`src/rtl/u16u8_pkg.sv`:
```
// ----------------------------------------------------------------------------
// u16u8_pkg
// Shared types and constants for the UTF-16 to UTF-8 byte encoder.
// ----------------------------------------------------------------------------
package u16u8_pkg;

  localparam int MAX_BYTES = 6;
  localparam int CNT_W     = 3;
  localparam int SEG_BYTES = 4;
  localparam int ADDR_W    = 3;
  localparam int DATA_W    = 32;

  // register index (paddr[ADDR_W-1:2])
  localparam logic [ADDR_W-3:0] REG_EMIT_UTF8 = '0;

  // top six bits of a surrogate code unit
  localparam logic [5:0] HIGH_SURR_TAG = 6'h36;
  localparam logic [5:0] LOW_SURR_TAG  = 6'h37;

  localparam logic [7:0] UTF8_BOM0  = 8'hef;
  localparam logic [7:0] UTF8_BOM1  = 8'hbb;
  localparam logic [7:0] UTF8_BOM2  = 8'hbf;
  localparam logic [7:0] UTF16_BOM0 = 8'hfe;
  localparam logic [7:0] UTF16_BOM1 = 8'hff;
  localparam logic [7:0] LEAD2      = 8'hc0;
  localparam logic [7:0] LEAD3      = 8'he0;
  localparam logic [7:0] LEAD4      = 8'hf0;
  localparam logic [7:0] CONT       = 8'h80;

  typedef struct packed {
    logic [15:0] code_unit;
    logic        first_unit;
    logic        last_unit;
  } in_item_t;

  typedef struct packed {
    logic [7:0] out_byte;
    logic       run_end;
  } out_item_t;

  typedef logic [MAX_BYTES-1:0][7:0] byte_list_t;

  // encoder result for one request
  typedef struct packed {
    byte_list_t       bytes;
    logic [CNT_W-1:0] count;
    logic             hold;
  } enc_res_t;

endpackage

```
`src/rtl/u16u8_encode.sv`:
```
// ----------------------------------------------------------------------------
// u16u8_encode
// Combinational encoder: one code unit plus held state to a list of bytes.
// ----------------------------------------------------------------------------
module u16u8_encode
  import u16u8_pkg::*;
(
  input  in_item_t    item,
  input  logic        emit_utf8,
  input  logic        held_valid,
  input  logic [15:0] held_high,
  output enc_res_t    res
);

  typedef struct packed {
    logic [SEG_BYTES-1:0][7:0] b;
    logic [CNT_W-1:0]          n;
  } seg_t;

  function automatic seg_t enc_unit(input logic [15:0] u);
    seg_t s;
    s = '0;
    if (u[15:7] == '0) begin
      s.b[0] = u[7:0];
      s.n    = 3'd1;
    end else if (u[15:11] == '0) begin
      s.b[0] = LEAD2 | {3'b000, u[10:6]};
      s.b[1] = CONT | {2'b00, u[5:0]};
      s.n    = 3'd2;
    end else begin
      s.b[0] = LEAD3 | {4'h0, u[15:12]};
      s.b[1] = CONT | {2'b00, u[11:6]};
      s.b[2] = CONT | {2'b00, u[5:0]};
      s.n    = 3'd3;
    end
    return s;
  endfunction

  function automatic seg_t enc_pair(input logic [15:0] hi, input logic [15:0] lo);
    seg_t        s;
    logic [20:0] cp;
    cp     = 21'h10000 + {1'b0, hi[9:0], lo[9:0]};
    s.b[0] = LEAD4 | {5'b00000, cp[20:18]};
    s.b[1] = CONT | {2'b00, cp[17:12]};
    s.b[2] = CONT | {2'b00, cp[11:6]};
    s.b[3] = CONT | {2'b00, cp[5:0]};
    s.n    = 3'd4;
    return s;
  endfunction

  function automatic seg_t be_unit(input logic [15:0] u);
    seg_t s;
    s      = '0;
    s.b[0] = u[15:8];
    s.b[1] = u[7:0];
    s.n    = 3'd2;
    return s;
  endfunction

  // place a segment after the n bytes already in the list
  function automatic byte_list_t put_seg(input byte_list_t l, input logic [CNT_W-1:0] n,
                                         input seg_t s);
    byte_list_t       r;
    logic [CNT_W-1:0] idx;
    r = l;
    for (int i = 0; i < SEG_BYTES; i++) begin
      idx = n + CNT_W'(i);
      if (CNT_W'(i) < s.n && idx < CNT_W'(MAX_BYTES)) begin
        r[idx] = s.b[i];
      end
    end
    return r;
  endfunction

  logic is_high;
  logic is_low;
  logic held;
  logic hold;
  seg_t mark;
  seg_t held_seg;
  seg_t unit_seg;
  logic [CNT_W-1:0] n1;
  logic [CNT_W-1:0] n2;

  assign is_high = (item.code_unit[15:10] == HIGH_SURR_TAG);
  assign is_low  = (item.code_unit[15:10] == LOW_SURR_TAG);
  // a first unit drops whatever an unclosed earlier text left held
  assign held    = held_valid && !item.first_unit;

  always_comb begin
    mark     = '0;
    held_seg = '0;
    unit_seg = '0;
    hold     = 1'b0;

    if (item.first_unit) begin
      if (emit_utf8) begin
        mark.b[0] = UTF8_BOM0;
        mark.b[1] = UTF8_BOM1;
        mark.b[2] = UTF8_BOM2;
        mark.n    = 3'd3;
      end else begin
        mark.b[0] = UTF16_BOM0;
        mark.b[1] = UTF16_BOM1;
        mark.n    = 3'd2;
      end
    end

    if (emit_utf8) begin
      if (held && is_low) begin
        // pair completes, low surrogate consumed
        held_seg = enc_pair(held_high, item.code_unit);
      end else begin
        if (held) begin
          held_seg = enc_unit(held_high);
        end
        if (is_high && !item.last_unit) begin
          hold = 1'b1;
        end else begin
          unit_seg = enc_unit(item.code_unit);
        end
      end
    end else begin
      if (held) begin
        held_seg = be_unit(held_high);
      end
      unit_seg = be_unit(item.code_unit);
    end
  end

  assign n1 = mark.n + held_seg.n;
  assign n2 = n1 + unit_seg.n;

  always_comb begin
    res.bytes = put_seg(put_seg(put_seg('0, '0, mark), mark.n, held_seg), n1, unit_seg);
    res.count = n2;
    res.hold  = hold;
  end

endmodule

```
`src/rtl/utf16_to_utf8_byte_encoder.sv`:
```
// ----------------------------------------------------------------------------
// utf16_to_utf8_byte_encoder
// Streams UTF-16 code units in and UTF-8 (or big-endian UTF-16) bytes out.
// ----------------------------------------------------------------------------
// Input channel in_valid/in_ready/in_item carries one code unit per request,
// with first_unit and last_unit marking the text's bounds. Output channel
// out_valid/out_ready/out_item gives one byte per request; run_end flags the
// last byte caused by an input unit. A unit is encoded in the cycle it is
// accepted into a six-byte buffer, which drains one byte per cycle into the
// output register while the receiver accepts; each byte passes the buffer
// and then the output register. The next unit is taken in the cycle the
// last byte of the previous one moves out, so sustained rate is one byte
// per cycle while out_ready holds. A unit that is only held (high surrogate)
// produces no bytes apart from the byte order mark of a first unit.
// If the receiver stalls, the output register and buffer hold their bytes
// and in_ready drops once the buffer cannot be emptied. Reset (rst, sync)
// empties the buffer and output, drops any held surrogate and selects UTF-8.
// Register emit_utf8 sits at byte address 0 of the APB port; write it only
// while the block is idle.
// ----------------------------------------------------------------------------
module utf16_to_utf8_byte_encoder
  import u16u8_pkg::*;
(
  input  logic              clk,
  input  logic              rst,
  input  logic              in_valid,
  output logic              in_ready,
  input  in_item_t          in_item,
  output logic              out_valid,
  input  logic              out_ready,
  output out_item_t         out_item,
  input  logic              psel,
  input  logic              penable,
  input  logic              pwrite,
  input  logic [ADDR_W-1:0] paddr,
  input  logic [DATA_W-1:0] pwdata,
  output logic [DATA_W-1:0] prdata,
  output logic              pready
);

  logic             emit_utf8;
  logic             held_valid;
  logic [15:0]      held_high;
  enc_res_t         enc;

  logic             buf_valid;
  byte_list_t       bytes;
  logic [CNT_W-1:0] count;
  logic [CNT_W-1:0] pos;

  logic             in_take;
  logic             load_out;
  logic             last_move;
  logic             reg_sel;

  u16u8_encode u_encode (
    .item       (in_item),
    .emit_utf8  (emit_utf8),
    .held_valid (held_valid),
    .held_high  (held_high),
    .res        (enc)
  );

  // config port
  assign pready  = 1'b1;
  assign reg_sel = (paddr[ADDR_W-1:2] == REG_EMIT_UTF8);
  assign prdata  = reg_sel ? {{(DATA_W-1){1'b0}}, emit_utf8} : '0;

  always_ff @(posedge clk) begin
    if (rst) begin
      emit_utf8 <= 1'b1;
    end else if (psel && penable && pwrite && reg_sel) begin
      emit_utf8 <= pwdata[0];
    end
  end

  assign load_out  = buf_valid && (!out_valid || out_ready);
  assign last_move = load_out && (pos == count - CNT_W'(1));
  assign in_ready  = !buf_valid || last_move;
  assign in_take   = in_valid && in_ready;

  always_ff @(posedge clk) begin
    if (rst) begin
      held_valid <= 1'b0;
    end else if (in_take) begin
      held_valid <= enc.hold;
    end
  end

  always_ff @(posedge clk) begin
    if (in_take) begin
      held_high <= in_item.code_unit;
    end
  end

  // byte buffer
  always_ff @(posedge clk) begin
    if (rst) begin
      buf_valid <= 1'b0;
      pos       <= '0;
    end else if (in_take && enc.count != '0) begin
      buf_valid <= 1'b1;
      pos       <= '0;
    end else if (last_move) begin
      buf_valid <= 1'b0;
    end else if (load_out) begin
      pos <= pos + CNT_W'(1);
    end
  end

  always_ff @(posedge clk) begin
    if (in_take) begin
      bytes <= enc.bytes;
      count <= enc.count;
    end
  end

  // output register
  always_ff @(posedge clk) begin
    if (rst) begin
      out_valid <= 1'b0;
    end else if (load_out) begin
      out_valid <= 1'b1;
    end else if (out_ready) begin
      out_valid <= 1'b0;
    end
  end

  always_ff @(posedge clk) begin
    if (load_out) begin
      out_item.out_byte <= bytes[pos];
      out_item.run_end  <= (pos == count - CNT_W'(1));
    end
  end

endmodule
```
`config.mk`:
```
export PLATFORM = sky130hd
export DESIGN_NAME = utf16_to_utf8_byte_encoder
export DESIGN_NICKNAME = d
export VERILOG_FILES = /design/src/rtl/u16u8_pkg.sv /design/src/rtl/u16u8_encode.sv /design/src/rtl/utf16_to_utf8_byte_encoder.sv
export SDC_FILE = /design/constraint.sdc
export NUM_CORES = 1
export LEC_CHECK = 0
export BUFFER_PORTS_ARGS = -buffer_cell sky130_fd_sc_hd__buf_2
export CAP_MARGIN = 20
export CORE_ASPECT_RATIO = 1.1
export CORE_MARGIN = 4
export CORE_UTILIZATION = 50
export CTS_CLUSTER_DIAMETER = 40
export DETAILED_ROUTE_END_ITERATION = 8
export PLACE_DENSITY = 0.71
export SYNTH_ARGS = -nofsm -noshare
export SYNTH_HDL_FRONTEND = slang
export SYNTH_SLANG_ARGS = --single-unit
```
`constraint.sdc`:
```
create_clock -name clk -period 5.6 [get_ports clk]
set_input_delay 1.68 -clock clk [delete_from_list [all_inputs] [get_ports clk]]
set_output_delay 1.68 -clock clk [all_outputs]
set_load 0.03 [all_outputs]
```
# Word level (Yosys, flattened, before mapping)
# Index checks and enable logic that the tools add are counted.
# op_classes
addsub	11
n_lt_le_gt_ge	36
eq_ne	3
mux	63
bitwise	2
n_reduce_logical	41
# ops
cell	count
$bwmux W48	8
$mux W48	8
$demux W8 S3	8
$mux W8	15
$mux W27	4
$mux W35	3
$lt A3 B4 Y1 const B	9
$mux W17	2
$mux W16	2
$logic_and A1 B1 Y1	26
$bmux W8 S3	1
$ge A3 B1 Y1 const B	8
$lt A3 B3 Y1 const B	8
$mux W11	2
$add A17 B20 Y21 const A	1
$mux W19	1
$logic_not A9 Y1	2
$lt A1 B3 Y1 const A	6
$mux W18	1
$lt A2 B3 Y1 const A	5
$add A3 B2 Y3 const B	4
$eq A6 B6 Y1 const B	2
$logic_not A5 Y1	2
$add A3 B1 Y3 const B	3
other kinds (11)	25
# word_totals
register_bits	83
in_bits	60
output_inout_bits	44
elab_cells	171

# Logic depth before layout (Yosys ltp)
# Gate-level depths: netlist of run 1.
# depth
depth_word	23
depth_mapped	15

# Cells and area by module
# Synthesis of run 1 repeated with hierarchy kept, for this count alone.
# unflattened
cells_unflattened	609
area_unflattened_um2	5939.4
# modules_own_cells
mod	instances	cells_per_inst	area_each_um2
utf16_to_utf8_byte_encoder	1	194	3359.5
u16u8_encode	1	415	2580.0

# Worst setup path after synthesis of run 1
# OpenSTA, ideal clock, no wires.
# synth_path
path_kind	input to register
startpoint	input out_ready
endpoint	register pos[0]
arrival_ns	5.268
required_ns	5.483
setup_slack_ns	0.215
stages	6
path_buffers	0
path_cell_list	nor2b_1 -> o41ai_1 -> and2_1 -> o21ai_0 -> nand2b_1 -> nor2_1
# synth_between
elab_chain_cells	7
word_cells_on_any_way	9
cone_classes	bitwise: 1; reduce/logical: 8
# synth_lines
item	line	text
start: declaration	utf16_to_utf8_byte_encoder.sv:30	input logic out_ready,
$logic_or A1 B1 Y1	utf16_to_utf8_byte_encoder.sv:77	assign load_out = buf_valid && (!out_valid || out_ready);
$logic_and A1 B1 Y1	utf16_to_utf8_byte_encoder.sv:77	
$logic_and A1 B1 Y1	utf16_to_utf8_byte_encoder.sv:78	assign last_move = load_out && (pos == count - CNT_W'(1));
$logic_or A1 B1 Y1	utf16_to_utf8_byte_encoder.sv:79	assign in_ready = !buf_valid || last_move;
via in_ready	utf16_to_utf8_byte_encoder.sv:27	output logic in_ready,
$logic_and A1 B1 Y1	utf16_to_utf8_byte_encoder.sv:80	assign in_take = in_valid && in_ready;
via in_take	utf16_to_utf8_byte_encoder.sv:51	logic in_take;
$logic_and A1 B1 Y1	utf16_to_utf8_byte_encoder.sv:101	end else if (in_take && enc.count != '0) begin
$reduce_or A2 Y1 (no line)	--	
end signal: assignment	utf16_to_utf8_byte_encoder.sv:107	pos <= pos + CNT_W'(1);
end: declaration	utf16_to_utf8_byte_encoder.sv:49	logic [CNT_W-1:0] pos;
# The timed path passes the listed nets, and every way through them passes these cells.
# A chain may end at the register's enable or synchronous reset.

==> summary.md, run 1 <==
| Metric | Value |
|---|---|
| Status | `finished clean` |
| Deepest clock path buffer count | `2` |
| Total power draw | `1.77 mW` |
| Cell-by-cell listing of the critical path | `buf_2 -> and2_1 -> a21o_1 -> a21oi_1 -> ha_1 -> fa_1 -> ha_1 -> xnor3_2 -> nand4b_1 -> buf_4 -> nand2_1 -> o31ai_1` |
| Wire length of the first global-routing pass | `28900 um` |
| Endpoint kind of the worst setup timing path | `flip-flop` |
| Number of storage elements in the synthesis netlist | `83` |
| Total number of yosys warnings | `0` |
| Overflow after GRT | `0` |
| Final-layout worst hold slack | `505 ps` |
| Clock tree from TritonCTS | `yes` |
| CTS HTree Levels | `3` |
| Global routing usage summed across all routing layers | `27.9%` |
| Insertion delay of the later-clocked pin in the worst-skew pair | `340 ps` |
| Clock tree skew after final layout | `9.44 ps` |
| Critical Setup Path Class | `input pin to flip-flop` |
| Post-CTS setup repair buffer count | `0` |
| Leakage power of the design | `2.38 nW` |
| Most common cell after layout, fill and taps aside | `sky130_fd_sc_hd__edfxtp_1` |
| Post-detailed-route via-to-cell ratio | `6.57` |
| Count of boundary I/O pins | `104` |
| Post-DP Area | `6090 um^2` |
| Number of distinct library cells after synthesis | `76` |
| Antenna-violating nets left | `0` |
| Minimum clock period | `4810 ps` |
| Areal power density over the cells | `277 nW/um^2` |
| Hpwl dp | `13700 um` |
| Pin count of the biggest net entering global routing | `54` |
| Reg clk slew, reported paths | `60 ps` |
| Max-slew violation total from the final report | `0` |
| Number of violations reported at the end of detailed-routing iteration 0 | `422` |
| Worst setup slack after placement | `507 ps` |
| Count of maximum capacitance violations | `0` |
| Gate Count Post-Synth | `596` |
| Worst slew slack as a fraction of its limit | `17.6%` |
| Layout cell share with drive strength beyond 1 | `16.8%` |
| Setup slack of the critical path after layout | `793 ps` |
| Buffer cell driving the clock tree root | `sky130_fd_sc_hd__clkbuf_16` |
| Total Wirelength | `18400 um` |
| Maximum net fanout on the critical path | `13` |
| Die area | `13400 um^2` |
| Horizontal extent of the die | `111 um` |
| Number of antenna violations at the first check in global routing | `0` |
| Core region area | `11400 um^2` |
| Primary FF master, synth | `sky130_fd_sc_hd__edfxtp_1` |
| Antenna Cells | `0` |
| Slowest cell on the critical path | `sky130_fd_sc_hd__fa_1` |
| Count of input and output buffers | `38` |
| Post-synthesis cell area | `5820 um^2` |
| Final period utilization | `85.8%` |
| Delay of the slowest cell on the worst path | `490 ps` |
| Final hold vios | `0` |
| Nets | `694` |
| Number of placement rows | `41` |
| Vias in the first global route | `4960` |
| Share of synthesized registers carrying an async set or reset | `0%` |
| EDFF count, synth | `76` |
| Placed Instances | `765` |
| Dominant cell type by count on the critical path | `sky130_fd_sc_hd__ha_1` |
| Hold Buf Count CTS | `0` |
| Largest delay contributor family on the critical path | `adder cells` |
| Achievable clock frequency | `208 MHz` |
| Layout-stage area growth over the synthesis result | `9.82%` |
| Number of clock sinks | `83` |
| Number of optimization iterations in the first detailed-route pass | `5` |
| Syn_area_per_cell | `9.77 um^2` |
| Data required time of the critical path | `5710 ps` |
| Average routed wire per standard cell | `23.6 um` |
| Number of buffers added by the clock tree synthesis step | `9` |
| Class of the most critical hold timing path | `flip-flop to flip-flop` |
| Final RePlAce weighted congestion | `1.00` |
| Number of resized instances in the post-cts repair step | `0` |
| Height of the die | `121 um` |
| Cell area after layout | `6400 um^2` |
| Starting Density | `50.9%` |
| RSZ-0062 raised after global routing | `false` |
| Nature of the critical path startpoint | `input pin` |
| Maximum vdd ir drop | `0.000124 V` |
| Total Negative Setup Slacks | `0 ps` |
| Bufs and invs on worst path | `2` |
| Non-filler cells, final | `781` |
| Most used cells in the layout excluding fill and tap cells | `76 x sky130_fd_sc_hd__edfxtp_1, 52 x sky130_fd_sc_hd__nand2_1, 41 x sky130_fd_sc_hd__nor2_1` |
| Slew of the pin with the lowest slew margin | `1220 ps` |
| Overall via count from detail_route | `5131` |
| Final routed DRC violation total | `0` |
| Setup violators final | `0` |
| Post-layout util | `55.9%` |
| Worst path arrival time | `4920 ps` |
| Sequential cell area fraction in the yosys report | `41.6%` |
## logic make-up after synthesis
group | after synthesis | synth area share, %
AOI/OAI and AO/OA | 192 | 23.9
xor gates and xnor gates | 7 | 1.80
adders and majority gates | 8 | 1.98
buffers and inverters | 100 | 8.98
DFF | 83 | 41.6
muxes | 17 | 4.64
other | 2 | 0.129
and+or+nand+nor | 187 | 17.0
## registers in the layout, summed over array words and instances, names as in the netlist
| name | cells |
|---|---|
| bytes | 48 |
| out_valid | 1 |
| out_item | 9 |
| count | 3 |
| buf_valid | 1 |
| emit_utf8 | 1 |
| held_valid | 1 |
| held_high | 16 |
| pos | 3 |
## tightest hold or removal path, cell delays in order, from the launching register on
cell,delay (ps)
sky130_fd_sc_hd__dfxtp_1,340
sky130_fd_sc_hd__nor2_1,50
sky130_fd_sc_hd__nor2_1,80
## metal layers
metal	vias to the layer above	track usage (%)	share of wire (%)
met2	294	46.2	49
met1	2447	35.5	39
met3	63	4.69	7.3
met4	0	13.9	4.9
met5	-	0	0
li1	2327	-	-
## cells in the mapped netlist (all sizes together) (7+ instances only)
| cell type | count | share of area, % |
|---|---|---|
| nor3 | 11 | 0.95 |
| nand3 | 14 | 1.3 |
| dfxtp | 7 | 2.4 |
| o21ai | 33 | 2.8 |
| nor4 | 7 | 1.2 |
| buf | 44 | 5.4 |
| o221ai | 22 | 3.4 |
| o22ai | 17 | 1.8 |
| a22oi | 7 | 0.90 |
| nor2 | 41 | 2.6 |
| a211oi | 7 | 0.90 |
| edfxtp | 76 | 39 |
| nand4 | 9 | 0.97 |
| a21oi | 22 | 1.9 |
| o22a | 10 | 1.5 |
| clkbuf | 32 | 2.1 |
| o211ai | 19 | 2.4 |
| nand2b | 9 | 0.97 |
| inv | 23 | 1.5 |
| and3 | 12 | 1.4 |
| mux4 | 8 | 3.1 |
| a31oi | 9 | 0.97 |
| mux2i | 9 | 1.5 |
| nand2 | 52 | 3.4 |
## cell type report
cell class              count  area (um^2)
fillers                   991         5040
multi-input cells         443         2990
flip-flops and latches     83         2420
repair buffers             65          393
clock buffers              11          253
well taps                 150          188
inverters                  24         90.1
clock inverters             5         57.6
## final timing paths
path         slack [ps]  cells after the start   endpoint          start
max                 790                     12   bytes[1]    in_item[12]
min                 510                      2  out_valid      buf_valid
max reg2reg        1450                     11   bytes[1]  held_high[12]
min reg2reg         510                      2  out_valid      buf_valid
## report_power, final
part	total [mW]	leakage, nW	internal (mW)	switching [mW]
Sequential	0.782	0.790	0.752	0.0306
Combinational	0.367	1.44	0.126	0.241
Clock	0.620	0.156	0.372	0.249
Power figures use the tool's default switching activity.
==> run 2: changes to the inputs <==
==> constraint.sdc (replaced) <==
create_clock -name clk -period 6.2 [get_ports clk]
set_input_delay 1.86 -clock clk [delete_from_list [all_inputs] [get_ports clk]]
set_output_delay 1.86 -clock clk [all_outputs]
set_load 0.03 [all_outputs]
==> run 2 against run 1 <==
  * Design area shrank 1.3%
  * Critical path type unchanged
  * Non-clock buffer count shrank 9
  * Count of clock-buffer cells in the layout grew 1
  * Setup slack gained 280 ps
  * Largest cell class unchanged
==> summary.md, run 2 (synthesis results as in run 1) <==
| Metric | Value |
|---|---|
| Status | `finished clean` |
| Delay of the slowest cell on the worst path | `470 ps` |
| Height of the die | `121 um` |
| Final-layout worst hold slack | `520 ps` |
| Overflow after GRT | `0` |
| Endpoint kind of the worst setup timing path | `flip-flop` |
| Crit Reg-Reg Startpoint | `held_high[11]` |
| Bufs and invs on worst path | `1` |
| Largest Register | `bytes` |
| Cell-by-cell listing of the critical path | `buf_2 -> and4b_1 -> a21o_1 -> a21oi_1 -> ha_1 -> fa_1 -> ha_1 -> xnor3_2 -> nand4b_1 -> nand2_1 -> o31ai_1` |
| Layout cell share with drive strength beyond 1 | `15.3%` |
| Count of input and output buffers | `38` |
| Number of placement rows | `41` |
| Final hold vios | `0` |
| Post-CTS setup repair buffer count | `0` |
| Die area | `13400 um^2` |
| Largest delay contributor family on the critical path | `adder cells` |
| Areal power density over the cells | `249 nW/um^2` |
| Number of clock sinks | `83` |
| CTS HTree Levels | `3` |
| Overall via count from detail_route | `5190` |
| RSZ-0062 raised after global routing | `false` |
| Wire length of the first global-routing pass | `27900 um` |
| Buffer cell driving the clock tree root | `sky130_fd_sc_hd__clkbuf_16` |
| Worst path arrival time | `5210 ps` |
| Final routed DRC violation total | `0` |
| Data required time of the critical path | `6290 ps` |
| Fill cell instance count of the final layout | `1006` |
| Horizontal extent of the die | `111 um` |
| Number of resized instances in the post-cts repair step | `0` |
| Cell area after layout | `6310 um^2` |
| Final period utilization | `82.6%` |
| Layout-stage area growth over the synthesis result | `8.40%` |
| Leakage power of the design | `2.33 nW` |
| Minimum clock period | `5120 ps` |
| Register-to-register path setup slack | `1840 ps` |
| Nature of the critical path startpoint | `input pin` |
| Critical Path Source | `in_item[15]` |
| Non-filler cells, final | `772` |
| Antenna Cells | `0` |
| Class of the most critical hold timing path | `flip-flop to flip-flop` |
| Maximum vdd ir drop | `0.000154 V` |
| Dominant cell type by count on the critical path | `sky130_fd_sc_hd__ha_1` |
| Depth of the worst register-to-register path | `10` |
| Critical Setup Path Class | `input pin to flip-flop` |
| Global routing usage summed across all routing layers | `26.9%` |
| Achievable clock frequency | `195 MHz` |
| Area occupied by multi-input gates | `2990 um^2` |
| Hold path startpoint | `buf_valid` |
| Nets | `685` |
| Clock tree skew after final layout | `10.5 ps` |
| Post-detailed-route via-to-cell ratio | `6.72` |
| Reg clk slew, reported paths | `60 ps` |
| Count of boundary I/O pins | `104` |
| Deepest clock path buffer count | `2` |
| Hpwl dp | `13200 um` |
| Placed Instances | `755` |
| Slowest cell on the critical path | `sky130_fd_sc_hd__fa_1` |
| Reg2reg end | `bytes[1]` |
| Registers with the highest flip-flop counts | `bytes (48), held_high (16), out_item (9)` |
| Pin count of the biggest net entering global routing | `48` |
| Total Negative Setup Slacks | `0 ps` |
| Max-slew violation total from the final report | `0` |
| Number of antenna violations at the first check in global routing | `0` |
| Reg area | `2420 um^2` |
| Number of buffers added by the clock tree synthesis step | `9` |
| Most common cell after layout, fill and taps aside | `sky130_fd_sc_hd__edfxtp_1` |
| Total Wirelength | `18000 um` |
| Antenna-violating nets left | `0` |
| Worst slew slack as a fraction of its limit | `27.3%` |
| Hold Buf Count CTS | `0` |
| Maximum net fanout on the critical path | `8` |
| Slew of the pin with the lowest slew margin | `1080 ps` |
| Count of maximum capacitance violations | `0` |
| Post-DP Area | `6010 um^2` |
| Number of violations reported at the end of detailed-routing iteration 0 | `604` |
| Clock tree from TritonCTS | `yes` |
| Core region area | `11400 um^2` |
| Starting Density | `50.9%` |
| Vias in the first global route | `4938` |
| Insertion delay of the later-clocked pin in the worst-skew pair | `350 ps` |
| Average routed wire per standard cell | `23.3 um` |
| Cells on Worst Hold Path | `2` |
| Worst Hold Path EP | `out_valid` |
| Final RePlAce weighted congestion | `1.03` |
| Most used cells in the layout excluding fill and tap cells | `76 x sky130_fd_sc_hd__edfxtp_1, 52 x sky130_fd_sc_hd__nand2_1, 41 x sky130_fd_sc_hd__nor2_1` |
| Setup violators final | `0` |
| Number of optimization iterations in the first detailed-route pass | `7` |
| Flip-flop count of the largest register after layout | `48` |
==> run 2: cell count changes in the layout (fill, tap and decap cells not counted), sizes merged <==
cell      before  now
clkbuf        11   13
clkinvlp       0    1
inv           25   23
buf           65   55
==> run 2: per-stage QoR <==
step / setup slack [ps] / power [mW] / util, %
2_1_floorplan: 635 / 0.954 / -
6_report: 1080 / 1.57 / 55.2
4_1_cts: 1160 / 1.57 / 55.1
5_1_grt: 904 / 1.64 / 55.2
3_3_place_gp: 894 / 1.03 / 52.5
3_5_place_dp: 845 / 1.03 / 52.5
==> run 2: layout make-up <==
| cell class | instances | area share, % |
|---|---|---|
| Inverter | 24 | 1.43 |
| Timing Repair Buffer | 56 | 5.11 |
| Multi-Input combinational cell | 443 | 47.4 |
| Clock buffer | 12 | 3.90 |
| Clock inverter | 4 | 0.813 |
| Tap cell | 150 | 2.97 |
| Sequential cell | 83 | 38.4 |
==> run 2: layer usage <==
layer	routed length [um]	vias up	share of wire, %	global-route usage, %
li1	-	2309	-	-
met1	6940	2463	38	33.2
met2	8460	341	47	43.7
met3	1560	77	8.7	5.49
met4	1070	0	5.9	16.1
met5	0	-	0	0
==> run 2: worst max path at each step <==
stage          cells after the start  slack [ps]         to
3_5_place_dp                      11         850  bytes[21]
6_report                          11        1080   bytes[1]
2_1_floorplan                      6         640     pos[0]
5_1_grt                           11         900   bytes[1]
4_1_cts                           11        1160  bytes[21]
3_3_place_gp                      11         890   bytes[1]
==> run 2: worst reg2reg max path: stages (launching register included) <==
cell and delay (ps):
sky130_fd_sc_hd__edfxtp_1 500, sky130_fd_sc_hd__or4_1 670, sky130_fd_sc_hd__nor2_1 380, sky130_fd_sc_hd__a21oi_1 230
sky130_fd_sc_hd__ha_1 250, sky130_fd_sc_hd__fa_1 470, sky130_fd_sc_hd__ha_1 220, sky130_fd_sc_hd__xnor3_2 440
sky130_fd_sc_hd__nand4b_1 290, sky130_fd_sc_hd__nand2_1 200, sky130_fd_sc_hd__o31ai_1 470
==> run 2: power by group <==
group	internal, mW	switching, mW
logic	0.109	0.215
clock network	0.323	0.220
registers	0.679	0.0274
total	1.11	0.462
==> run 3: changes to the inputs <==
==> constraint.sdc (replaced) <==
create_clock -name clk -period 4.74 [get_ports clk]
set_input_delay 1.422 -clock clk [delete_from_list [all_inputs] [get_ports clk]]
set_output_delay 1.422 -clock clk [all_outputs]
set_load 0.03 [all_outputs]
==> run 3 against run 2 <==
  * Clock power up 17%
  * First-iteration DRC count down 22%
  * Clock skew up 1.2 ps
  * Non-clock buffer count up 29
  * Design area up 3.3%
  * Setup slack worse by 740 ps
  * Hold slack worse by 15 ps
==> summary.md, run 3 (synthesis results as in run 1) <==
| Metric | Value |
|---|---|
| Post-detailed-route via-to-cell ratio | `6.53` |
| Number of buffers added by the clock tree synthesis step | `9` |
| Number of violations reported at the end of detailed-routing iteration 0 | `474` |
| Antenna-violating nets left | `0` |
| Final RePlAce weighted congestion | `0.974` |
| Insertion delay of the later-clocked pin in the worst-skew pair | `340 ps` |
| Final routed DRC violation total | `0` |
| Total length of routed met2 wires | `8870 um` |
| Number of antenna violations at the first check in global routing | `0` |
| Non-filler cells, final | `800` |
| Bufs and invs on worst path | `2` |
| Post-CTS setup repair buffer count | `0` |
| Hold Buf Count CTS | `0` |
| Layout cell share with drive strength beyond 1 | `18.8%` |
| Post-DP Area | `6250 um^2` |
| Leakage power of the design | `2.46 nW` |
| Count of maximum capacitance violations | `0` |
| Worst path arrival time | `4550 ps` |
| CTS HTree Levels | `3` |
| Max-slew violation total from the final report | `0` |
| Endpoint kind of the worst setup timing path | `flip-flop` |
| Flip-flop count of the largest register after layout | `48` |
| Status | `finished clean` |
| Most common cell after layout, fill and taps aside | `sky130_fd_sc_hd__edfxtp_1` |
| Final-layout worst hold slack | `505 ps` |
| Minimum clock period | `4410 ps` |
| Number of placement rows | `41` |
| Wire length of the first global-routing pass | `28000 um` |
| Placed Instances | `784` |
| Height of the die | `121 um` |
| Reg clk slew, reported paths | `70 ps` |
| Pin count of the biggest net entering global routing | `55` |
| Register-to-register path setup slack | `640 ps` |
| Antenna Cells | `0` |
| Count of input and output buffers | `38` |
| Areal power density over the cells | `308 nW/um^2` |
| Met3 WL | `1460 um` |
| Clock tree from TritonCTS | `yes` |
| Number of clock sinks | `83` |
| Uppermost routed layer | `met4` |
| Die area | `13400 um^2` |
| Average routed wire per standard cell | `22.9 um` |
| Layout-stage area growth over the synthesis result | `11.9%` |
| Global routing usage summed across all routing layers | `27.0%` |
| Hpwl dp | `13700 um` |
| Clock tree skew after final layout | `11.7 ps` |
| Vias in the first global route | `4943` |
| Nets | `714` |
| Post-layout util | `57.0%` |
| Maximum vdd ir drop | `0.000144 V` |
| Final hold vios | `0` |
| Delay of the slowest cell on the worst path | `440 ps` |
| Count of boundary I/O pins | `104` |
| Overall via count from detail_route | `5224` |
| Class of the most critical hold timing path | `flip-flop to flip-flop` |
| Data required time of the critical path | `4890 ps` |
| Buffer cell driving the clock tree root | `sky130_fd_sc_hd__clkbuf_16` |
| Achievable clock frequency | `227 MHz` |
| Final period utilization | `93.0%` |
| Overflow after GRT | `0` |
| Starting Density | `50.9%` |
| Routed metal-1 wirelength | `7130 um` |
| Cell-by-cell listing of the critical path | `buf_2 -> nand3b_1 -> a21o_1 -> a21oi_1 -> ha_1 -> fa_1 -> ha_1 -> xnor3_2 -> buf_4 -> nor3_1 -> nand2b_1 -> o221ai_1` |
| Slew of the pin with the lowest slew margin | `1090 ps` |
| Cell area after layout | `6520 um^2` |
| Total Negative Setup Slacks | `0 ps` |
| Largest Register | `bytes` |
| Worst slew slack as a fraction of its limit | `26.5%` |
| Most used cells in the layout excluding fill and tap cells | `76 x sky130_fd_sc_hd__edfxtp_1, 52 x sky130_fd_sc_hd__nand2_1, 44 x sky130_fd_sc_hd__buf_4` |
| Horizontal extent of the die | `111 um` |
| Setup violators final | `0` |
| Total Wirelength | `18300 um` |
| Core region area | `11400 um^2` |
| Largest delay contributor family on the critical path | `adder cells` |
| Registers with the highest flip-flop counts | `bytes (48), held_high (16), out_item (9)` |
| Critical Setup Path Class | `input pin to flip-flop` |
| Dominant cell type by count on the critical path | `sky130_fd_sc_hd__ha_1` |
| Nature of the critical path startpoint | `input pin` |
| Number of optimization iterations in the first detailed-route pass | `5` |
| Slowest cell on the critical path | `sky130_fd_sc_hd__fa_1` |
| Deepest clock path buffer count | `2` |
| RSZ-0062 raised after global routing | `false` |
| Maximum net fanout on the critical path | `8` |
| Number of resized instances in the post-cts repair step | `0` |
run 3: cell types whose count changed in the layout (fill, tap and decap cells not counted), sizes merged:
cell      before  now
buf           55   84
clkbuf        13   11
clkinv         3    5
bufinv         1    0
clkinvlp       1    0
inv           23   24
run 3: power breakdown:
| group | internal [mW] | total [mW] | switching (mW) |
|---|---|---|---|
| clock network | 0.351 | 0.638 | 0.287 |
| registers | 0.888 | 0.922 | 0.0341 |
| logic | 0.163 | 0.449 | 0.286 |
run 3: metal layers:
metal	up-vias	GRT usage, %
li1	2363	-
met1	2450	34.1
met2	331	45.7
met3	80	3.94
met4	0	12.9
met5	-	0
run 3: cell type report:
type | instances | area (um^2)
clock buffer | 10 | 229
clock inverter | 5 | 30.0
fill | 1003 | 4920
inverter | 24 | 90.1
multi-input combinational | 443 | 2990
sequential | 83 | 2420
tap | 150 | 188
timing repair buffer | 85 | 568
run 3: path summary, 6_finish.rpt:
kind	end	start	cells past startpoint
worst max-delay path	bytes[47]	in_item[1]	12
worst min-delay path	out_valid	buf_valid	2
worst max register to register	bytes[47]	held_high[8]	10
worst min register to register	out_valid	buf_valid	2
run 3: per-stage QoR:
| step | setup slack, ps | total power, mW |
|---|---|---|
| global route | 219 | 2.09 |
| CTS | 349 | 2.01 |
| finish | 332 | 2.01 |
| global placement | 36.0 | 1.37 |
| detailed placement | -12.3 | 1.38 |
| floorplan | 68.0 | 1.25 |
run 3: worst register-to-register path, cell delays in order, from the launching register on:
cell                       delay (ps)
sky130_fd_sc_hd__edfxtp_1         550
sky130_fd_sc_hd__or4_1            690
sky130_fd_sc_hd__a21oi_1          400
sky130_fd_sc_hd__ha_1             250
sky130_fd_sc_hd__fa_1             440
sky130_fd_sc_hd__ha_1             220
sky130_fd_sc_hd__xnor3_2          430
sky130_fd_sc_hd__buf_4            160
sky130_fd_sc_hd__nor3_1           240
sky130_fd_sc_hd__nand2b_1         260
sky130_fd_sc_hd__o221ai_1         290
